## src/hdl/dsp_pkg.sv

```systemverilog
`timescale 1ns / 1ps
`default_nettype none
// ----------------------------------------------------------------------------
// dsp_pkg
// Shared types and constants of the DER signature parser.
// ----------------------------------------------------------------------------
package dsp_pkg;

	typedef enum logic [3:0] {
		PH_SEQ_TAG = 4'd0,
		PH_SEQ_LEN = 4'd1,
		PH_R_TAG   = 4'd2,
		PH_R_LEN   = 4'd3,
		PH_R_VAL   = 4'd4,
		PH_S_TAG   = 4'd5,
		PH_S_LEN   = 4'd6,
		PH_S_VAL   = 4'd7,
		PH_DONE    = 4'd8
	} dsp_phase_t;

	localparam logic [7:0] TAG_SEQUENCE = 8'h30;
	localparam logic [7:0] TAG_INTEGER  = 8'h02;
	localparam logic [7:0] LEAD_ZERO    = 8'h00;

	localparam int         COUNT_W   = 9;
	localparam logic [8:0] COUNT_MAX = 9'd511;
	localparam logic [8:0] MIN_BYTES = 9'd6;

	// end-of-signature verdict handed from parser to output buffer
	typedef struct packed {
		logic fire;
		logic ok;
	} dsp_result_t;

endpackage
`default_nettype wire

```

## src/hdl/dsp_byte_if.sv

```systemverilog
`timescale 1ns / 1ps
`default_nettype none
// ----------------------------------------------------------------------------
// dsp_byte_if
// Byte channel carrying the DER encoding, one byte per item.
// ----------------------------------------------------------------------------
interface dsp_byte_if;
	logic       valid;
	logic       ready;
	logic [7:0] in_byte;
	logic       in_last;

	modport source (output valid, output in_byte, output in_last, input ready);
	modport sink   (input valid, input in_byte, input in_last, output ready);
endinterface
`default_nettype wire

```

## src/hdl/dsp_word_if.sv

```systemverilog
`timescale 1ns / 1ps
`default_nettype none
// ----------------------------------------------------------------------------
// dsp_word_if
// Result channel carrying raw r and s as 64-bit big-endian words.
// ----------------------------------------------------------------------------
interface dsp_word_if;
	logic        valid;
	logic        ready;
	logic [63:0] out_word;
	logic        ok;
	logic        out_last;

	modport source (output valid, output out_word, output ok, output out_last,
		input ready);
	modport sink   (input valid, input out_word, input ok, input out_last,
		output ready);
endinterface
`default_nettype wire

```

## src/hdl/der_signature_parser.sv

```systemverilog
`timescale 1ns / 1ps
`default_nettype none
// ----------------------------------------------------------------------------
// der_signature_parser
// DER SEQUENCE { INTEGER r, INTEGER s } to raw r || s converter.
// ----------------------------------------------------------------------------
// Takes the encoding one byte per item and one item per clock. Every byte is
// checked and the value bytes are shifted into a register line as they come,
// so the parse keeps pace with the stream. On the final byte the verdict
// loads an output buffer, which sends (2*COORD_BYTES+7)/8 words marked ok, or
// one all-zero item with ok low, at one word per cycle while ready is high.
// Non-final bytes of the next signature are taken while the buffer drains;
// a final byte waits only while the previous signature's words are unsent.
// ----------------------------------------------------------------------------
module der_signature_parser
	import dsp_pkg::*;
#(
	parameter int COORD_BYTES = 32
) (
	input  wire logic  clk,
	input  wire logic  arst_n,
	dsp_byte_if.sink   der,
	dsp_word_if.source raw
);

	localparam int RAW_BYTES = 2 * COORD_BYTES;

	dsp_result_t res;
	logic [7:0]  store_nx [RAW_BYTES];
	logic        free;
	logic        accept;

	assign der.ready = free || !der.in_last;
	assign accept    = der.valid && der.ready;

	dsp_parser #(.COORD_BYTES(COORD_BYTES)) u_parser (
		.clk      (clk),
		.arst_n   (arst_n),
		.accept   (accept),
		.in_byte  (der.in_byte),
		.in_last  (der.in_last),
		.res      (res),
		.store_nx (store_nx)
	);

	dsp_drain #(.COORD_BYTES(COORD_BYTES)) u_drain (
		.clk    (clk),
		.arst_n (arst_n),
		.res    (res),
		.store  (store_nx),
		.free   (free),
		.raw    (raw)
	);

	// a rejected signature is one zero item
	a_fail_single: assert property (@(posedge clk) disable iff (!arst_n)
		raw.valid && !raw.ok |-> raw.out_last && raw.out_word == 64'd0)
		else $error("fail item not single or not zero");

	// a verdict is never taken while words of the previous one are unsent
	a_no_overrun: assert property (@(posedge clk) disable iff (!arst_n)
		res.fire |-> free)
		else $error("output buffer overrun");

	// a verdict shows up on the result side in the next cycle
	a_verdict_out: assert property (@(posedge clk) disable iff (!arst_n)
		res.fire |=> raw.valid && raw.ok == $past(res.ok))
		else $error("verdict not presented");

endmodule
`default_nettype wire

```

## src/hdl/dsp_parser.sv

```systemverilog
`timescale 1ns / 1ps
`default_nettype none
// ----------------------------------------------------------------------------
// dsp_parser
// Per-byte DER checks, byte counter and the shift line of value bytes.
// ----------------------------------------------------------------------------
module dsp_parser
	import dsp_pkg::*;
#(
	parameter int COORD_BYTES = 32,
	localparam int RAW_BYTES = 2 * COORD_BYTES
) (
	input  wire logic        clk,
	input  wire logic        arst_n,
	input  wire logic        accept,
	input  wire logic [7:0]  in_byte,
	input  wire logic        in_last,
	output dsp_result_t      res,
	output logic [7:0]       store_nx [RAW_BYTES]
);

	localparam int         LEFT_W     = $clog2(COORD_BYTES + 2);
	localparam logic [7:0] LEN_SHORT  = 8'(COORD_BYTES);
	localparam logic [7:0] LEN_LONG   = 8'(COORD_BYTES + 1);
	localparam logic [LEFT_W-1:0] LEFT_LONG = LEFT_W'(COORD_BYTES + 1);
	localparam logic [LEFT_W-1:0] LEFT_ONE  = LEFT_W'(1);

	dsp_phase_t         phase_q, phase_n;
	logic [COUNT_W-1:0] count_q, count_n;
	logic [7:0]         len_q, len_n;
	logic [LEFT_W-1:0]  left_q, left_n;
	logic               fail_q, fail_n;
	logic               shift;
	logic [7:0]         store_q [RAW_BYTES];

	always_comb begin
		phase_n = phase_q;
		len_n   = len_q;
		left_n  = left_q;
		fail_n  = fail_q;
		shift   = 1'b0;
		count_n = (count_q == COUNT_MAX) ? count_q : count_q + 9'd1;
		if (!fail_q) begin
			case (phase_q)
				PH_SEQ_TAG: begin
					if (in_byte != TAG_SEQUENCE) fail_n = 1'b1;
					else phase_n = PH_SEQ_LEN;
				end
				PH_SEQ_LEN: begin
					len_n   = in_byte;
					phase_n = PH_R_TAG;
				end
				PH_R_TAG, PH_S_TAG: begin
					if (in_byte != TAG_INTEGER) fail_n = 1'b1;
					else phase_n = (phase_q == PH_R_TAG) ? PH_R_LEN : PH_S_LEN;
				end
				PH_R_LEN, PH_S_LEN: begin
					if (in_byte == LEN_SHORT || in_byte == LEN_LONG) begin
						left_n  = in_byte[LEFT_W-1:0];
						phase_n = (phase_q == PH_R_LEN) ? PH_R_VAL : PH_S_VAL;
					end else begin
						fail_n = 1'b1;
					end
				end
				PH_R_VAL, PH_S_VAL: begin
					// the extra leading byte of a long value must be zero and is dropped
					if (left_q == LEFT_LONG) begin
						if (in_byte != LEAD_ZERO) fail_n = 1'b1;
					end else begin
						shift = accept;
					end
					left_n = left_q - LEFT_ONE;
					if (left_q == LEFT_ONE)
						phase_n = (phase_q == PH_R_VAL) ? PH_S_TAG : PH_DONE;
				end
				default: ;
			endcase
		end
	end

	always_comb begin
		res.fire = accept && in_last;
		res.ok   = !fail_n && phase_n == PH_DONE && count_n >= MIN_BYTES
			&& count_n == {1'b0, len_n} + 9'd2;
	end

	// value bytes enter at the top, so the first r byte ends at index zero
	always_comb begin
		for (int i = 0; i < RAW_BYTES - 1; i++)
			store_nx[i] = shift ? store_q[i+1] : store_q[i];
		store_nx[RAW_BYTES-1] = shift ? in_byte : store_q[RAW_BYTES-1];
	end

	always_ff @(posedge clk) begin
		store_q <= store_nx;
	end

	always_ff @(posedge clk or negedge arst_n) begin
		if (!arst_n) begin
			phase_q <= PH_SEQ_TAG;
			count_q <= '0;
			len_q   <= '0;
			left_q  <= '0;
			fail_q  <= 1'b0;
		end else if (accept) begin
			if (in_last) begin
				phase_q <= PH_SEQ_TAG;
				count_q <= '0;
				len_q   <= '0;
				left_q  <= '0;
				fail_q  <= 1'b0;
			end else begin
				phase_q <= phase_n;
				count_q <= count_n;
				len_q   <= len_n;
				left_q  <= left_n;
				fail_q  <= fail_n;
			end
		end
	end

endmodule
`default_nettype wire

```

## src/hdl/dsp_drain.sv

```systemverilog
`timescale 1ns / 1ps
`default_nettype none
// ----------------------------------------------------------------------------
// dsp_drain
// Output buffer: captures the raw bytes of a finished signature and sends
// them as big-endian words, or sends a single fail item.
// ----------------------------------------------------------------------------
module dsp_drain
	import dsp_pkg::*;
#(
	parameter int COORD_BYTES = 32,
	localparam int RAW_BYTES = 2 * COORD_BYTES
) (
	input  wire logic        clk,
	input  wire logic        arst_n,
	input  wire dsp_result_t res,
	input  wire logic [7:0]  store [RAW_BYTES],
	output logic             free,
	dsp_word_if.source       raw
);

	localparam int RAW_WORDS = (RAW_BYTES + 7) / 8;
	localparam int CNT_W     = $clog2(RAW_WORDS + 1);
	localparam logic [CNT_W-1:0] CNT_ONE  = CNT_W'(1);
	localparam logic [CNT_W-1:0] CNT_FULL = CNT_W'(RAW_WORDS);

	logic [63:0]      word_q [RAW_WORDS];
	logic [63:0]      load_word [RAW_WORDS];
	logic [CNT_W-1:0] cnt_q;
	logic             ok_q;
	logic             send;

	// pack bytes big-endian, zero past the end and on a fail
	always_comb begin
		for (int k = 0; k < RAW_WORDS; k++) begin
			for (int j = 0; j < 8; j++) begin
				if (res.ok && (k * 8 + j) < RAW_BYTES)
					load_word[k][63 - 8*j -: 8] = store[(k * 8 + j) % RAW_BYTES];
				else
					load_word[k][63 - 8*j -: 8] = 8'h00;
			end
		end
	end

	assign send = raw.valid && raw.ready;
	assign free = (cnt_q == '0) || (cnt_q == CNT_ONE && raw.ready);

	assign raw.valid    = (cnt_q != '0);
	assign raw.out_word = word_q[0];
	assign raw.ok       = ok_q;
	assign raw.out_last = (cnt_q == CNT_ONE);

	always_ff @(posedge clk) begin
		if (res.fire) begin
			word_q <= load_word;
		end else if (send) begin
			for (int k = 0; k < RAW_WORDS - 1; k++)
				word_q[k] <= word_q[k+1];
		end
	end

	always_ff @(posedge clk or negedge arst_n) begin
		if (!arst_n) begin
			cnt_q <= '0;
			ok_q  <= 1'b0;
		end else if (res.fire) begin
			cnt_q <= res.ok ? CNT_FULL : CNT_ONE;
			ok_q  <= res.ok;
		end else if (send) begin
			cnt_q <= cnt_q - CNT_ONE;
		end
	end

endmodule
`default_nettype wire
```

## src/flat_wrapper.sv

```systemverilog
// flat-port wrapper written by rule: the top's interface ports become plain ports
module der_signature_parser_flat import dsp_pkg::*;
#(
	parameter int COORD_BYTES = 32
)
  (clk, arst_n, der_valid, der_in_byte, der_in_last, der_ready, raw_valid, raw_out_word, raw_ok, raw_out_last, raw_ready);
  dsp_byte_if der_i ();
  dsp_word_if raw_i ();
  input  wire logic clk;
  input  wire logic arst_n;
  input wire logic [$bits(der_i.valid)-1:0] der_valid;
  input wire logic [$bits(der_i.in_byte)-1:0] der_in_byte;
  input wire logic [$bits(der_i.in_last)-1:0] der_in_last;
  output wire logic [$bits(der_i.ready)-1:0] der_ready;
  output wire logic [$bits(raw_i.valid)-1:0] raw_valid;
  output wire logic [$bits(raw_i.out_word)-1:0] raw_out_word;
  output wire logic [$bits(raw_i.ok)-1:0] raw_ok;
  output wire logic [$bits(raw_i.out_last)-1:0] raw_out_last;
  input wire logic [$bits(raw_i.ready)-1:0] raw_ready;
  assign der_i.valid = der_valid;
  assign der_i.in_byte = der_in_byte;
  assign der_i.in_last = der_in_last;
  assign der_ready = der_i.ready;
  assign raw_valid = raw_i.valid;
  assign raw_out_word = raw_i.out_word;
  assign raw_ok = raw_i.ok;
  assign raw_out_last = raw_i.out_last;
  assign raw_i.ready = raw_ready;
  der_signature_parser #(.COORD_BYTES(COORD_BYTES)) u_core (.clk(clk), .arst_n(arst_n), .der(der_i), .raw(raw_i));
endmodule
```

## config.mk

```make
export PLATFORM = sky130hd
export DESIGN_NAME = der_signature_parser_flat
export DESIGN_NICKNAME = d
export VERILOG_FILES = /design/src/hdl/dsp_pkg.sv /design/src/hdl/dsp_byte_if.sv /design/src/hdl/dsp_word_if.sv /design/src/hdl/der_signature_parser.sv /design/src/hdl/dsp_parser.sv /design/src/hdl/dsp_drain.sv /design/src/flat_wrapper.sv
export SDC_FILE = /design/constraint.sdc
export NUM_CORES = 1
export LEC_CHECK = 0
export BUFFER_PORTS_ARGS = -buffer_cell sky130_fd_sc_hd__clkbuf_2
export CAP_MARGIN = 10
export CORE_ASPECT_RATIO = 0.9
export CORE_MARGIN = 2
export CORE_UTILIZATION = 45
export DETAILED_ROUTE_END_ITERATION = 16
export SLEW_MARGIN = 20
export SYNTH_ARGS = -nofsm -noshare
export SYNTH_HDL_FRONTEND = slang
export SYNTH_SLANG_ARGS = --single-unit
```

## constraint.sdc

```tcl
create_clock -name clk -period 16.9 [get_ports clk]
set_input_delay 0.845 -clock clk [delete_from_list [all_inputs] [get_ports clk]]
set_output_delay 0.845 -clock clk [all_outputs]
set_load 0.02 [all_outputs]
```

---- Word-level counts from Yosys, hierarchy flattened ----
Cells that the tools add are included.
word-level totals
  register bits after elaboration ......... 1057
  bits in latches ......................... 0
  memory bits (writable) .................. 0
  bits in read-only memories .............. 0
  input port bits ......................... 13
  output and inout bits ................... 68
  logic and storage cells ................. 280
  memories kept ........................... 0
cells by class
  add/subtract/negate cells ............... 4
  multipliers ............................. 0
  div/mod/pow operators ................... 0
  order comparisons ....................... 1
  equality and inequality tests ........... 19
  shift-type cells ........................ 0
  multiplexer cells ....................... 155
  bitwise operators ....................... 0
  reduce and logical (&&, ||, !) cells .... 22
operator list
  operator               number
  $mux W8                123
  $mux W448              2
  $mux W4                10
  $pmux W4 S5            1
  $mux W6                3
  $mux W9                2
  $eq A4 B3 Y1 const B   4
  $eq A8 B6 Y1 const B   2
  $pmux W6 S2            1
  $mux W1                10
  $add A8 B2 Y9 const B  1
  $add A9 B1 Y9 const B  1
  $eq A9 B9 Y1           1
  $eq A9 B9 Y1 const B   1
  $ge A9 B3 Y1 const B   1
  $eq A4 B1 Y1 const B   2
  $eq A4 B2 Y1 const B   2
  $logic_not A4 Y1       2
  $ne A8 B2 Y1 const B   1
  $ne A8 B6 Y1 const B   1
  $reduce_bool A8 Y1     1
  $logic_and A1 B1 Y1    7
  $eq A6 B1 Y1 const B   1
  $eq A6 B6 Y1 const B   1
  15 further kinds       20

---- Logic depth before layout (Yosys ltp) ----
Gate-level depths: netlist of run 1.
  word-level depth ........................ 11
  mapped depth ............................ 16
  mapped depth without buffers ............ 12

---- By module ----
Synthesis of run 1 repeated with hierarchy kept, for this count alone.
second synthesis, totals
  cells, all modules ...................... 2607
  area, all modules ....................... 39522.9 sq um
by module, submodules not included
  module                times used  cells each  area each (sq um)  seq. area each (sq um)
  dsp_drain             1           1227        20968.9            15499.9
  dsp_parser            1           1378        18531.5            10950.5
  der_signature_parser  1           2           22.5               0.0

---- Worst setup path after synthesis of run 1 ----
OpenSTA, ideal clock, no wires.
  path type ............................... input to register
  start point ............................. input port raw_ready
  end point ............................... register u_core.u_drain.word_q, in the netlist u_core.u_drain.raw.out_word[0], enable pin
  library setup time ...................... 3.257 ns
  arrival time ............................ 9.268 ns
  required time ........................... 13.643 ns
  slack ................................... 4.374 ns
  cell stages on the path ................. 7
  path buffers ............................ 3
  path through ............................ a21oi_1 -> nor3_1 -> nand3_1 -> clkbuf_1 -> clkbuf_1 -> clkbuf_1 -> nand2_1
between the ends
  cells in the longest elaborated chain, start to end .. 6
  elaborated cells on any way between the ends .. 7
  classes of those cells .................. 7 x reduce/logical
RTL lines
  item                                     RTL line                    text
  from (decl)                              flat_wrapper.sv:19          input wire logic [$bits(raw_i.ready)-1:0] raw_ready;
  $logic_and A1 B1 Y1                      dsp_drain.sv:46             assign free = (cnt_q == '0) || (cnt_q == CNT_ONE && raw.ready);
  $logic_or A1 B1 Y1                       dsp_drain.sv:46
  $logic_or A1 B1 Y1                       der_signature_parser.sv:33  assign der.ready = free || !der.in_last;
  $logic_and A1 B1 Y1                      der_signature_parser.sv:34  assign accept = der.valid && der.ready;
  $logic_and A1 B1 Y1                      dsp_parser.sv:82            res.fire = accept && in_last;
  $reduce_bool A2 Y1 (no source line) (*)  -
  to (signal assigned)                     dsp_drain.sv:55             word_q <= load_word;
  to (signal, indexed assignment)          dsp_drain.sv:58             word_q[k] <= word_q[k+1];
  to (decl)                                dsp_drain.sv:27             logic [63:0] word_q [RAW_WORDS];
Every way passes the cells marked *; elsewhere a longest branch is shown, timed or not.
A chain may end at the register's enable or synchronous reset.

---- Final worst setup path of run 1 ----
  start point ............................. register u_core.u_parser.phase_q[0]
  end point ............................... register u_core.u_drain.word_q[242] (netlist name) (data pin)
between the ends
  cells in the longest elaborated chain, start to end .. 11
  elaborated cells on any way between the ends .. 36
  classes of those cells .................. 1 x add/sub; 9 x eq/ne; 18 x mux; 8 x reduce/logical
RTL lines
  item                                                   RTL line           text
  from (decl)                                            dsp_parser.sv:28   dsp_phase_t phase_q, phase_n;
  from (signal assigned)                                 dsp_parser.sv:113  phase_q <= phase_n;
  branches (longest 9 deep; another with $add A8 B2 Y9)  -
  $mux W8 (*)                                            dsp_drain.sv:37    if (res.ok && (k * 8 + j) < RAW_BYTES)
  $mux W448 (*)                                          dsp_drain.sv:54    if (res.fire) begin
Every way passes the cells marked *.

==> results of run 1 <==
path summary, 6_finish.rpt:
check,startpoint,end,slack (ns),cells after the start
min,arst_n,u_core.u_drain.cnt_q[3],0.29,1
min in group clk,u_core.u_parser.store_q[509],u_core.u_parser.store_q[509],0.47,1
max in group asynchronous,arst_n,u_core.u_parser.left_q[1],16.01,1
max,u_core.u_parser.phase_q[0],u_core.u_drain.word_q[242],10.16,15
max reg2reg,u_core.u_parser.phase_q[0],u_core.u_drain.word_q[242],10.16,15
min reg2reg,u_core.u_parser.store_q[509],u_core.u_parser.store_q[509],0.47,1
worst reg2reg max path: cells and delay by family, from the launching register on:
family	cells	cell delay, ns
buffers and inverters	5	3.30
AND/OR/NAND/NOR	5	1.42
flip-flops	1	0.58
XOR/XNOR	2	0.40
multiplexers	1	0.38
adder cells (fa/ha/maj)	1	0.29
AO/OA/AOI/OAI	1	0.19
state kept, by name, indices dropped and copies added, names as in the netlist:
| name | count |
|---|---|
| u_core.u_parser.fail_q | 1 |
| u_core.u_parser.left_q | 6 |
| u_core.u_drain.cnt_q | 4 |
| u_core.u_drain.raw.ok | 1 |
| u_core.u_parser.len_q | 8 |
| u_core.u_drain.word_q | 448 |
| u_core.u_parser.store_q | 512 |
| u_core.u_parser.count_q | 9 |
| u_core.u_parser.phase_q | 4 |
| u_core.u_drain.raw.out_word | 64 |
power by group through the flow:
stage	Clock (mW)	Sequential [mW]	Combinational (mW)
2_1_floorplan	0	3.65	0.972
3_3_place_gp	0	3.59	1.28
3_5_place_dp	0	3.59	1.28
4_1_cts	2.47	3.54	1.29
5_1_grt	2.57	3.58	1.42
6_report	2.42	3.54	1.27
layout make-up:
cell class | instances | share of cell area [%]
clock buffer | 160 | 6.511
clock inverter | 43 | 1.159
inverter | 17 | 0.1509
multi-input combinational | 2200 | 31.33
sequential | 1057 | 55.95
tap | 1253 | 3.316
timing repair buffer | 118 | 1.583
synthesized netlist by cell type (33+ instances only):
cell / count
dfrtp_1: 33
o21ai_0: 52
nand2_1: 488
o21ai_1: 422
dfxtp_1: 512
nand4_1: 450
clkbuf_1: 201
mux2_2: 514
buf_2: 120
edfxtp_1: 512
buf_4: 64
nor3b_1: 65
per-stage QoR:
stage                     cell area (µm²)  hold slack (ns)  utilization, %
final                               47280           0.2901           49.81
after CTS                           47280           0.3000           49.81
after global routing                47280           0.3334           49.81
after global placement              43650           0.4550           45.99
after detailed placement            43650           0.4581           45.99
after floorplan                     43170           0.4494               -
routing by layer:
layer  vias to the layer above  routed length (µm)
li1                      13220                   -
met1                     13380               46170
met2                       511               42000
met3                       104                3671
met4                         0                1792
met5                         -                   0
layout by cell type (no fill, tap or decap), types with 6 or more instances in the layout:
cell / instances
clkbuf_2: 80
a21oi_1: 22
buf_4: 33
mux2_2: 514
nand3_1: 16
o21ai_0: 52
clkinv_1: 8
nor3b_1: 65
nand2b_1: 6
edfxtp_1: 512
inv_1: 16
o21ai_1: 422
nand4_1: 450
nor4_1: 7
mux2i_1: 9
nand2_1: 486
clkbuf_16: 108
dfxtp_1: 512
bufinv_16: 10
clkbuf_8: 18
a31oi_1: 11
ha_1: 6
a22oi_1: 6
clkbuf_1: 34
xnor2_1: 7
nor2_1: 26
dfrtp_1: 33
clkinv_2: 13
nor3_1: 15
cell families (layout without fill, tap and decap cells):
kind of cell,count (synthesis),count (layout),share of synthesized area (%)
and+or+nand+nor,1105,1105,13.29
xor gates and xnor gates,12,12,0.2782
DFF,1057,1057,61.27
AOI/OAI and AO/OA,554,554,6.831
buffers and inverters,419,338,4.547
adders and majority gates,6,6,0.1739
muxes,523,523,13.62
==> impl_metrics.yaml, run 1 <==
run_status:
  outcome: "finished, final reports clean"
sta:
  tightest_slew_ns: 1.145
  slew_headroom_pct: 23.66
  finClkSkew_ns: 0.03833
  post-route-min-period_ns: 6.742
  drv_slew: 0
  fin_tns_setup_ns: 0
  hold_violations: 0
  fmax_mhz: 148.3
  fin_crit_sh_pct: 39.90
  setup_ws_ns: 10.16
  rsz0062_at_grt: "false"
  setup_viol: 0
clocking:
  clk_latency_ns: 0.68
  clkTransAtPathRegs_ns: 0.06
  numCtsBuffers: 107
  cts-root-buf: "clkbuf_16"
  clockBufferDepth: 3
  ctsHoldBuffers: 0
  post_cts_resized: 0
  cts_tree: "built"
  cts.sink_count: 1057
  post-cts-setup-buffer-count: 0
  ctsHtreeMaxLevel: 3
die:
  start_util_pct: 45.48
  core-area_um2: 94920
  die_w_um: 330.5
  rows: 107
  ios: 81
  die_area_um2: 98430
  dieHeight_um: 297.8
synth:
  synth.top_cell.area_share_pct: 35.61
  synthFlopType: "edfxtp_1"
  yosys-top-cells-area: "edfxtp_1, dfxtp_1, mux2_2"
  synth_fp_nets: 3695
  ys_seq_elements: 1057
  synth_enable_flop_cells: 512
  synthCells: 3676
  yosysSeqAreaShare_pct: 61.27
  synth_async_sr_flop_share_pct: 3.122
  yosysTopAreaCell: "edfxtp_1"
  synth_area_um2: 43170
  ys_types: 66
  synth_area_per_cell_um2: 11.74
  yosysWarnings: 0
placed_design:
  dp.cells: 4645
  dp_hpwl_um: 51620
  numPortBuffers: 80
  dp_slack_ns: 10.33
  gp_congestion: 0.8077
power:
  ir_drop_v: 0.00009126
  power_mw: 7.233
  p_leak_nw: 17.63
  comb_power_share_pct: 17.6
  p_clk_share_pct: 33.4
  power_density_nw_per_um2: 153.0
  switchingPower_mw: 2.135
  p_seq_share_pct: 48.9
  p_int_mw: 5.098
  sw_frac_of_total_pct: 29.52
worst_setup_path:
  critical_path.top_delay_family: "buffers and inverters"
  end_kind: "flop"
  cp.required_ns: 17.41
  slowest_delay_ns: 0.89
  cpMaxStageDelayCell: "buf_4"
  cp_max_fo: 93
  critPathLaunchType: "flop"
  cp.buffers_inverters: 5
  critPathKind: "flop to flop"
  cp_cell_sequence: "nor4b_2 -> nand2_1 -> mux2i_1 -> inv_1 -> ha_1 -> xor2_1 -> xnor2_1 -> nand3_1 -> nor4_4 -> buf_4 -> buf_4 -> buf_4 -> buf_4 -> nand4_1 -> o21ai_1"
  arrival_ns: 7.26
  cp_common_cell: "buf_4"
min_path:
  hp-class: "input port to async pin"
final_layout:
  syn2layout_area_growth_pct: 9.506
  fin_cells: 4848
  drive_gt1_share_pct: 22.56
  fillerInstances: 8347
  multi_input_area_um2: 14810
  antennaDiodeCount: 0
  seq_area_um2: 26450
  final_nets: 3520
route:
  remaining_drc_errors: 0
  vias: 27210
  viasPerCell: 5.613
  drt-pass1-iter-count: 7
  wl_um: 93630
  antenna_left: 0
  first_iter_violations: 2294
  routedWlPerCell_um: 19.31
global_routing:
  grt_pass1_vias: 26110
  antenna_found_initial: 0
  grt-ovfl-total: 0
  track_usage_pct: 18.53
  grt_use_met2_pct: 27.06
  use_met1_pct: 28.50
  top_usage_layer: "met1"
  grt_pass1_wl_um: 149700
  use_met3_pct: 3.116
  grt_max_degree: 188
flow_run:
  max_cap_violations: 0
No activity file was read; power rests on OpenSTA's default activity.
==> inputs of run 2 (changes only) <==
- clock period: 16.9 -> 5.9 ns (I/O delays scaled with it)
==> run 2 against run 1 <==
  * Flip-flop and latch count unchanged
  * Sequential share of layout area down 0.39 points
  * Global-route usage down 0.11 points
  * Combinational power rose to 3.0 times the previous value
  * Critical endpoint is now u_core.u_drain.raw.out_word[61]
==> impl_metrics.yaml, run 2 (synthesized netlist as in run 1, its figures left out) <==
run_status:
  outcome: "finished, final reports clean"
final_layout:
  largest_reg_flops: 512
  fillerInstances: 8306
  syn2layout_area_growth_pct: 10.27
  largest_register: "u_core.u_parser.store_q"
  drive_gt1_share_pct: 23.17
  layout.cells.most_common: "mux2_2"
  antennaDiodeCount: 0
  final_cell_mix: "mux2_2, edfxtp_1, dfxtp_1, nand2_1, nand4_1"
  final_nets: 3534
sta:
  hold_slack_ns: 0.08287
  slew_headroom_pct: 21.44
  fin_tns_setup_ns: 0
  drv_slew: 0
  fmax_mhz: 221.9
  tightest_slew_ns: 1.178
  rsz0062_at_grt: "false"
  finClkSkew_ns: 0.03327
  post-route-min-period_ns: 4.506
  fin_crit_sh_pct: 76.38
  hold_violations: 0
  setup_viol: 0
clocking:
  post_cts_resized: 0
  cts.sink_count: 1057
  clkTransAtPathRegs_ns: 0.07
  clockBufferDepth: 3
  ctsHoldBuffers: 2
  ctsHtreeMaxLevel: 3
  cts_tree: "built"
  post-cts-setup-buffer-count: 0
  clk_latency_ns: 0.68
  cts-root-buf: "clkbuf_16"
  numCtsBuffers: 106
global_routing:
  grt_use_met2_pct: 26.79
  grt-ovfl-total: 0
  grt_pass1_wl_um: 148100
  antenna_found_initial: 0
  grt_pass1_vias: 25750
  use_met3_pct: 2.437
  use_met1_pct: 28.86
  track_usage_pct: 18.42
  top_usage_layer: "met1"
  grt_max_degree: 171
route:
  drt-pass1-iter-count: 5
  vias: 27300
  first_iter_violations: 2553
  viasPerCell: 5.616
  wl_um: 93340
  antenna_left: 0
  remaining_drc_errors: 0
  routedWlPerCell_um: 19.20
power:
  sw_frac_of_total_pct: 29.66
  comb_power_share_pct: 18.2
  power_mw: 20.68
  p_int_mw: 14.54
  p_seq_share_pct: 48.9
  ir_drop_v: 0.0002707
  p_clk_share_pct: 33.0
  switchingPower_mw: 6.133
  power_density_nw_per_um2: 434.4
  p_leak_nw: 17.77
die:
  start_util_pct: 45.48
  dieHeight_um: 297.8
  die_w_um: 330.5
  rows: 107
  core-area_um2: 94920
  ios: 81
  die_area_um2: 98430
worst_setup_path:
  worstReg2RegEnd: "u_core.u_drain.raw.out_word[61]"
  rr_startpoint: "u_core.u_parser.phase_q[2]"
  critical_path.top_delay_family: "simple AND/OR/NAND/NOR gates"
  critPathKind: "flop to flop"
  cp_max_fo: 113
  cpMaxStageDelayCell: "dfrtp_1"
  reg2reg_slack_ns: 1.39
  cp.buffers_inverters: 3
  slowest_delay_ns: 0.54
  arrival_ns: 4.92
  worst_r2r_path_depth: 13
  crit_end: "u_core.u_drain.raw.out_word[61]"
  cp.required_ns: 6.31
  end_kind: "flop"
  critPathLaunchType: "flop"
  cp_num_cells: 13
  cp_cell_sequence: "nor4b_2 -> nand2_1 -> mux2i_1 -> inv_1 -> ha_1 -> xor2_1 -> xnor2_1 -> nand3_1 -> nor4_4 -> buf_4 -> buf_12 -> nand4_1 -> o21ai_0"
  cp-startpoint: "u_core.u_parser.phase_q[2]"
placed_design:
  numPortBuffers: 80
  dp_hpwl_um: 51980
  gp_congestion: 0.8266
min_path:
  hp-class: "input port to flop"
flow_run:
  max_cap_violations: 0
## run 2: worst min-delay path by stage
| stage | cells past startpoint | endpoint | start |
|---|---|---|---|
| floorplan | 0 | u_core.u_drain.cnt_q[0] | arst_n |
| global route | 2 | u_core.u_parser.store_q[7] | der_in_byte[7] |
| finish | 2 | u_core.u_parser.store_q[7] | der_in_byte[7] |
| global placement | 1 | u_core.u_parser.store_q[506] | u_core.u_parser.store_q[506] |
| CTS | 2 | u_core.u_parser.store_q[7] | der_in_byte[7] |
| detailed placement | 1 | u_core.u_parser.store_q[506] | u_core.u_parser.store_q[506] |
## run 2: area by class of cell
cell class                      count  area [µm²]  share of cell area, %
Sequential cell                  1057       26450                  55.56
Multi-Input combinational cell   2200       14820                  31.12
Clock buffer                      154        3077                  6.463
Tap cell                         1253        1568                  3.293
Timing Repair Buffer              133        1107                  2.326
Clock inverter                     47       515.5                  1.083
Inverter                           17       71.32                 0.1498
## run 2: worst reg2reg max path: stages (launching register included)
cell	delay [ns]
dfrtp_1	0.54
nor4b_2	0.41
nand2_1	0.39
mux2i_1	0.36
inv_1	0.11
ha_1	0.30
xor2_1	0.15
xnor2_1	0.19
nand3_1	0.15
nor4_4	0.21
buf_4	0.31
buf_12	0.43
nand4_1	0.26
o21ai_0	0.45
## run 2: per-layer routing
| layer | part of all wire (%) | wire [µm] | vias to the layer above |
|---|---|---|---|
| met5 | 0 | 0 | - |
| met4 | 1.8 | 1640 | 0 |
| met3 | 3.8 | 3536 | 118 |
| met2 | 45 | 41660 | 552 |
| met1 | 50 | 46510 | 13380 |
| li1 | - | - | 13250 |
## run 2: power groups by stage
stage | clock (mW) | sequential, mW | combinational, mW
finish | 6.82 | 10.1 | 3.75
global route | 7.26 | 10.2 | 4.14
CTS | 6.96 | 10.1 | 3.79
detailed placement | 0 | 10.3 | 3.77
global placement | 0 | 10.2 | 3.78
floorplan | 0 | 10.1 | 2.79
## run 2: per-stage QoR
step / cells / instance area (µm²) / util (%) / setup WS (ns)
final: 4861 / 47600 / 50.15 / 1.394
after global routing: 4861 / 47600 / 50.15 / 1.018
after CTS: 4861 / 47600 / 50.15 / 1.500
after detailed placement: 4658 / 43990 / 46.34 / 1.529
after global placement: 4658 / 43990 / 46.34 / 1.485
after floorplan: 3676 / 43180 / - / 0.7335
